$ cat src/rtl/core/rsd_pkg.sv
// types and constants shared by the record sorter
`timescale 1ns / 1ps

package rsd_pkg;

  localparam int unsigned CNT_W = 7;

  typedef enum logic [1:0] {
    ST_RANKED   = 2'd0,
    ST_ACCEPTED = 2'd1,
    ST_FULL     = 2'd2,
    ST_EMPTY    = 2'd3
  } status_t;

  typedef enum logic [1:0] {
    OP_HOLD,
    OP_LOAD,
    OP_SORT,
    OP_ROTATE
  } cell_op_t;

  typedef enum logic [1:0] {
    S_IDLE,
    S_SORT,
    S_EMIT
  } state_t;

  typedef struct packed {
    logic        [31:0] roll;
    logic signed [31:0] mark;
  } record_t;

  typedef struct packed {
    cell_op_t          op;
    logic              phase;
    logic [CNT_W-1:0]  count;
    record_t           din;
  } cell_ctrl_t;

endpackage

$ cat src/rtl/core/rsd_cell.sv
// one table slot with its neighbour compare and swap
`timescale 1ns / 1ps

module rsd_cell #(
  parameter int INDEX = 0
) (
  input  logic              clk,
  input  rsd_pkg::cell_ctrl_t ctrl,
  input  rsd_pkg::record_t  left_rec,
  input  rsd_pkg::record_t  right_rec,
  input  rsd_pkg::record_t  head_rec,
  input  logic              left_swap,
  output logic              swap_right,
  output rsd_pkg::record_t  rec
);

  localparam logic PAR = 1'(INDEX % 2);
  localparam logic [rsd_pkg::CNT_W-1:0] IDX  = rsd_pkg::CNT_W'(INDEX);
  localparam logic [rsd_pkg::CNT_W-1:0] IDX1 = rsd_pkg::CNT_W'(INDEX + 1);

  // strict compare keeps equal marks in arrival order
  assign swap_right = (ctrl.op == rsd_pkg::OP_SORT) && (ctrl.phase == PAR) &&
                      (IDX1 < ctrl.count) && (rec.mark < right_rec.mark);

  always_ff @(posedge clk) begin
    unique case (ctrl.op)
      rsd_pkg::OP_HOLD: begin
      end
      rsd_pkg::OP_LOAD: begin
        if (ctrl.count == IDX) begin
          rec <= ctrl.din;
        end
      end
      rsd_pkg::OP_SORT: begin
        if (swap_right) begin
          rec <= right_rec;
        end else if (left_swap) begin
          rec <= left_rec;
        end
      end
      rsd_pkg::OP_ROTATE: begin
        if (IDX1 == ctrl.count) begin
          rec <= head_rec;
        end else if (IDX < ctrl.count) begin
          rec <= right_rec;
        end
      end
    endcase
  end

endmodule

$ cat config.mk
export PLATFORM = sky130hd
export DESIGN_NAME = rsd_cell
export DESIGN_NICKNAME = d
export VERILOG_FILES = /design/src/rtl/core/rsd_pkg.sv /design/src/rtl/core/rsd_cell.sv
export SDC_FILE = /design/constraint.sdc
export NUM_CORES = 1
export LEC_CHECK = 0
export BUFFER_PORTS_ARGS = -buffer_cell sky130_fd_sc_hd__buf_4
export CORE_AREA = 5 5 126 128
export DETAILED_ROUTE_END_ITERATION = 7
export DIE_AREA = 0 0 131 133
export GPL_ROUTABILITY_DRIVEN = 1
export PLACE_DENSITY = 0.76
export SLEW_MARGIN = 30
export SYNTH_ARGS = -nofsm -noshare
export SYNTH_HDL_FRONTEND = slang
export SYNTH_SLANG_ARGS = --single-unit
export TNS_END_PERCENT = 20
$ cat constraint.sdc
create_clock -name clk -period 9.9 [get_ports clk]
set_input_delay 1.98 -clock clk [delete_from_list [all_inputs] [get_ports clk]]
set_output_delay 1.98 -clock clk [all_outputs]
set_load 0.005 [all_outputs]
==> impl_metrics.prom <==
# TYPE chip_impl_metric gauge
chip_impl_info{name="hold_end",value="rec[16]"} 1
chip_impl_metric{name="post_cts_resize_count",unit=""} 0
chip_impl_info{name="register_ranked_first_by_flip_flop_count",value="rec"} 1
chip_impl_metric{name="report.final.setup_viol",unit=""} 0
chip_impl_metric{name="cts.reportedPaths.clkPinSlew",unit="ns"} 0.06
chip_impl_info{name="critical_path_class",value="input pin to output pin"} 1
chip_impl_info{name="cts_tree",value="done"} 1
chip_impl_info{name="critPathCaptureType",value="output pin"} 1
chip_impl_info{name="yosysMostFrequentCell",value="sky130_fd_sc_hd__a21oi_1"} 1
chip_impl_metric{name="final.setup.tns",unit="ns"} 0
chip_impl_metric{name="tritoncts.num_buffers",unit=""} 9
chip_impl_metric{name="ctsHoldBuffers",unit=""} 0
chip_impl_metric{name="largest_register_ff_count",unit=""} 64
chip_impl_metric{name="num_rows",unit=""} 45
chip_impl_metric{name="final_routed_drc_violation_total",unit=""} 0
chip_impl_metric{name="hold_depth",unit=""} 6
chip_impl_info{name="top_regs",value="rec (64)"} 1
chip_impl_metric{name="post-dp-hpwl",unit="um"} 14200
chip_impl_metric{name="share_of_total_power_in_sequential_cells",unit="%"} 37.4
chip_impl_info{name="cts_root_buffer",value="sky130_fd_sc_hd__clkbuf_16"} 1
chip_impl_metric{name="period_needed",unit="ns"} 6.02
chip_impl_metric{name="dr_wl_met3",unit="um"} 1490
chip_impl_info{name="synthTopCellsByCount",value="sky130_fd_sc_hd__a21oi_1, sky130_fd_sc_hd__edfxtp_1, sky130_fd_sc_hd__a22o_1"} 1
chip_impl_metric{name="n_antenna_cell",unit=""} 0
chip_impl_metric{name="detail_route.vias_per_cell",unit=""} 5.17
chip_impl_metric{name="grt_use_total",unit="%"} 19.8
chip_impl_metric{name="fp.dieW",unit="um"} 131
chip_impl_metric{name="syn-num-nets",unit=""} 725
chip_impl_metric{name="synthCells",unit=""} 426
chip_impl_metric{name="ys_warnings",unit=""} 0
chip_impl_info{name="synth.area.top_cells",value="sky130_fd_sc_hd__edfxtp_1, sky130_fd_sc_hd__o2bb2ai_2, sky130_fd_sc_hd__a22o_1"} 1
chip_impl_metric{name="ys_async_sr_fraction",unit="%"} 0
chip_impl_metric{name="grt_max_degree",unit=""} 64
chip_impl_metric{name="worstPathRequired",unit="ns"} 7.92
chip_impl_info{name="timing.hold.worst.class",value="register to register"} 1
chip_impl_metric{name="start_util",unit="%"} 33.1
chip_impl_metric{name="power_report.internal_total",unit="mW"} 0.675
chip_impl_metric{name="fp.coreArea",unit="um2"} 14800
chip_impl_metric{name="wire_per_inst",unit="um"} 19.1
chip_impl_metric{name="post-synth-top-area-fraction",unit="%"} 39.3
chip_impl_metric{name="timing.max_slew.rel_slack",unit="%"} 37.2
chip_impl_info{name="status",value="finished clean"} 1
chip_impl_metric{name="netlist_area",unit="um2"} 4890
chip_impl_info{name="hold_path_startpoint",value="rec[15]"} 1
chip_impl_metric{name="cts.htree.levels",unit=""} 3
chip_impl_metric{name="ant_nets",unit=""} 0
chip_impl_metric{name="post_route_cells_drive_above_1_share",unit="%"} 56.4
chip_impl_info{name="yosysTopAreaCell",value="sky130_fd_sc_hd__edfxtp_1"} 1
chip_impl_metric{name="share_clk_of_total_power",unit="%"} 33.9
chip_impl_metric{name="pin_count",unit=""} 333
chip_impl_metric{name="crit_fanout",unit=""} 4
chip_impl_metric{name="cellLeakagePower",unit="nW"} 3.48
chip_impl_info{name="startpoint_type",value="input pin"} 1
chip_impl_metric{name="combPwrFrac",unit="%"} 28.7
chip_impl_metric{name="swShare",unit="%"} 26.0
chip_impl_metric{name="worstSkewPairLatency",unit="ns"} 0.33
chip_impl_metric{name="detail_route.wirelength.met1",unit="um"} 6810
chip_impl_metric{name="synth.avg_cell_area",unit="um2"} 11.5
chip_impl_metric{name="drt_iter0_drc",unit=""} 173
chip_impl_metric{name="place.detailed.instances",unit=""} 922
chip_impl_metric{name="layoutNonFillerInstCount",unit=""} 938
chip_impl_metric{name="final_max_slew_viol_count",unit=""} 0
chip_impl_metric{name="area_growth",unit="%"} 59.1
chip_impl_info{name="synth-main-ff-cell",value="sky130_fd_sc_hd__edfxtp_1"} 1
chip_impl_metric{name="sequential_cell_area_fraction_in_the_yosys_report",unit="%"} 39.3
chip_impl_metric{name="port-buffer-count",unit=""} 332
chip_impl_metric{name="global_route.overflow_total",unit=""} 0
chip_impl_info{name="rr_endpoint",value="rec[46]"} 1
chip_impl_metric{name="powerDensity",unit="nW/um2"} 117
chip_impl_info{name="crit-reg2reg-launch",value="rec[31]"} 1
chip_impl_metric{name="net-switching-power",unit="mW"} 0.238
chip_impl_metric{name="die_area",unit="um2"} 17400
chip_impl_metric{name="cts.path.max_buffers",unit=""} 2
chip_impl_metric{name="timing.critical_path.arrival",unit="ns"} 4.04
chip_impl_metric{name="timing.final.crit_share",unit="%"} 60.8
chip_impl_metric{name="finalHoldViolCount",unit=""} 0
chip_impl_metric{name="cap_viol_max_count",unit=""} 0
chip_impl_metric{name="initial_antenna_violation_count",unit=""} 0
chip_impl_metric{name="worst_margin_slew",unit="ns"} 0.938
chip_impl_metric{name="worstRegToRegCells",unit=""} 9
chip_impl_metric{name="report.power.total",unit="mW"} 0.912
chip_impl_metric{name="clock_sink_count",unit=""} 64
chip_impl_metric{name="postCtsSetupBuffers",unit=""} 0
chip_impl_metric{name="yosys_register_bits",unit=""} 64
chip_impl_metric{name="r2r_setup_slack",unit="ns"} 6.32
chip_impl_metric{name="grt_first_pass_wirelength",unit="um"} 26600
chip_impl_info{name="dr.max_layer_used",value="met4"} 1
chip_impl_info{name="rsz_0062_raised_after_global_routing",value="false"} 1
chip_impl_metric{name="routed-wl-met2",unit="um"} 9320
chip_impl_metric{name="routed-via-count",unit=""} 4853
chip_impl_metric{name="netlist-cell-type-count",unit=""} 39
chip_impl_metric{name="fmaxAchievable",unit="GHz"} 0.166
chip_impl_metric{name="floorplan.die.height",unit="um"} 133
chip_impl_metric{name="pre_antenna_drt_iters",unit=""} 7
chip_impl_metric{name="finalClockSkew",unit="ns"} 0.00938
chip_impl_metric{name="irDropWorstVdd",unit="mV"} 0.0720
chip_impl_metric{name="routed_wirelength",unit="um"} 17900
chip_impl_metric{name="routabilityCongestion",unit=""} 0.853
chip_impl_metric{name="via_count_of_the_first_global_routing_pass",unit=""} 5012
chip_impl_metric{name="nNetsFinal",unit=""} 1044
chip_impl_metric{name="synth-edff-count",unit=""} 64
==> area by class of cell <==
class / instances / area [um2]
Timing Repair Buffer: 338 / 2540
Fill cell: 1386 / 6980
Clock inverter: 4 / 45.0
Clock buffer: 12 / 236
Inverter: 34 / 128
Sequential cell: 64 / 1920
Tap cell: 188 / 235
Multi-Input combinational cell: 298 / 2660
==> cells in the final DEF, fill, tap and decap left out, drive strengths merged, types with 2 or more instances in the layout <==
cell type | Yosys | layout
ha | 31 | 31
edfxtp | 64 | 64
nor3 | 5 | 5
clkinv | 0 | 3
nand2b | 2 | 2
nor4 | 2 | 2
o21ai | 9 | 9
inv | 34 | 34
nor2 | 11 | 11
nand4 | 3 | 3
nand3 | 2 | 2
o2bb2ai | 63 | 63
buf | 24 | 338
clkbuf | 6 | 12
a22o | 63 | 63
a21oi | 79 | 79
nand2 | 15 | 15
==> kinds of logic (layout without fill, tap and decap cells) <==
logic type	Yosys count	in the layout	synth area share (%)
AO/OA/AOI/OAI	221	221	40.5
flip-flops	64	64	39.3
buffers and inverters	64	388	6.61
AND/OR/NAND/NOR	45	45	5.40
adder cells (fa/ha/maj)	31	31	7.94
multiplexers	1	1	0.230
==> routing by layer <==
metal | vias to the layer above | global-route usage [%]
met5 | - | 0
met4 | 0 | 6.29
met3 | 24 | 4.32
met2 | 227 | 35.0
met1 | 2258 | 23.4
li1 | 2344 | -
==> worst max-delay path: stages <==
cell,delay (ns)
sky130_fd_sc_hd__buf_4,0.10
sky130_fd_sc_hd__inv_1,0.04
sky130_fd_sc_hd__ha_1,0.30
sky130_fd_sc_hd__nand4_1,0.20
sky130_fd_sc_hd__nor4_1,0.44
sky130_fd_sc_hd__o21ai_0,0.15
sky130_fd_sc_hd__nor2_1,0.46
sky130_fd_sc_hd__o21ai_0,0.18
sky130_fd_sc_hd__buf_4,0.18
==> through the flow <==
| stage | hold WS [ns] | area [um2] | setup slack, ns | util, % |
|---|---|---|---|---|
| 2_1_floorplan | 1.07 | 4890 | 1.74 | - |
| 5_1_grt | 1.45 | 7770 | 3.64 | 52.7 |
| 4_1_cts | 1.35 | 7770 | 3.83 | 52.7 |
| 3_3_place_gp | 1.31 | 7480 | 3.92 | 50.7 |
| 3_5_place_dp | 1.33 | 7490 | 3.84 | 50.8 |
| 6_report | 1.32 | 7770 | 3.88 | 52.7 |
==> power groups by stage <==
stage / logic (mW) / registers (mW) / clock network [mW]
finish: 0.262 / 0.341 / 0.309
floorplan: 0.112 / 0.351 / 0
global placement: 0.259 / 0.346 / 0
CTS: 0.265 / 0.342 / 0.317
detailed placement: 0.264 / 0.347 / 0
global route: 0.285 / 0.344 / 0.329
==> worst max-delay path by stage <==
stage | from | to | slack [ns] | cells after the start
after floorplan | right_rec[31] | rec[0] | 1.74 | 8
after global placement | right_rec[31] | swap_right | 3.92 | 9
after detailed placement | right_rec[31] | swap_right | 3.84 | 9
after CTS | right_rec[31] | swap_right | 3.83 | 9
after global routing | right_rec[31] | swap_right | 3.64 | 9
final | right_rec[31] | swap_right | 3.88 | 9
(Power assumes the default switching activity.)
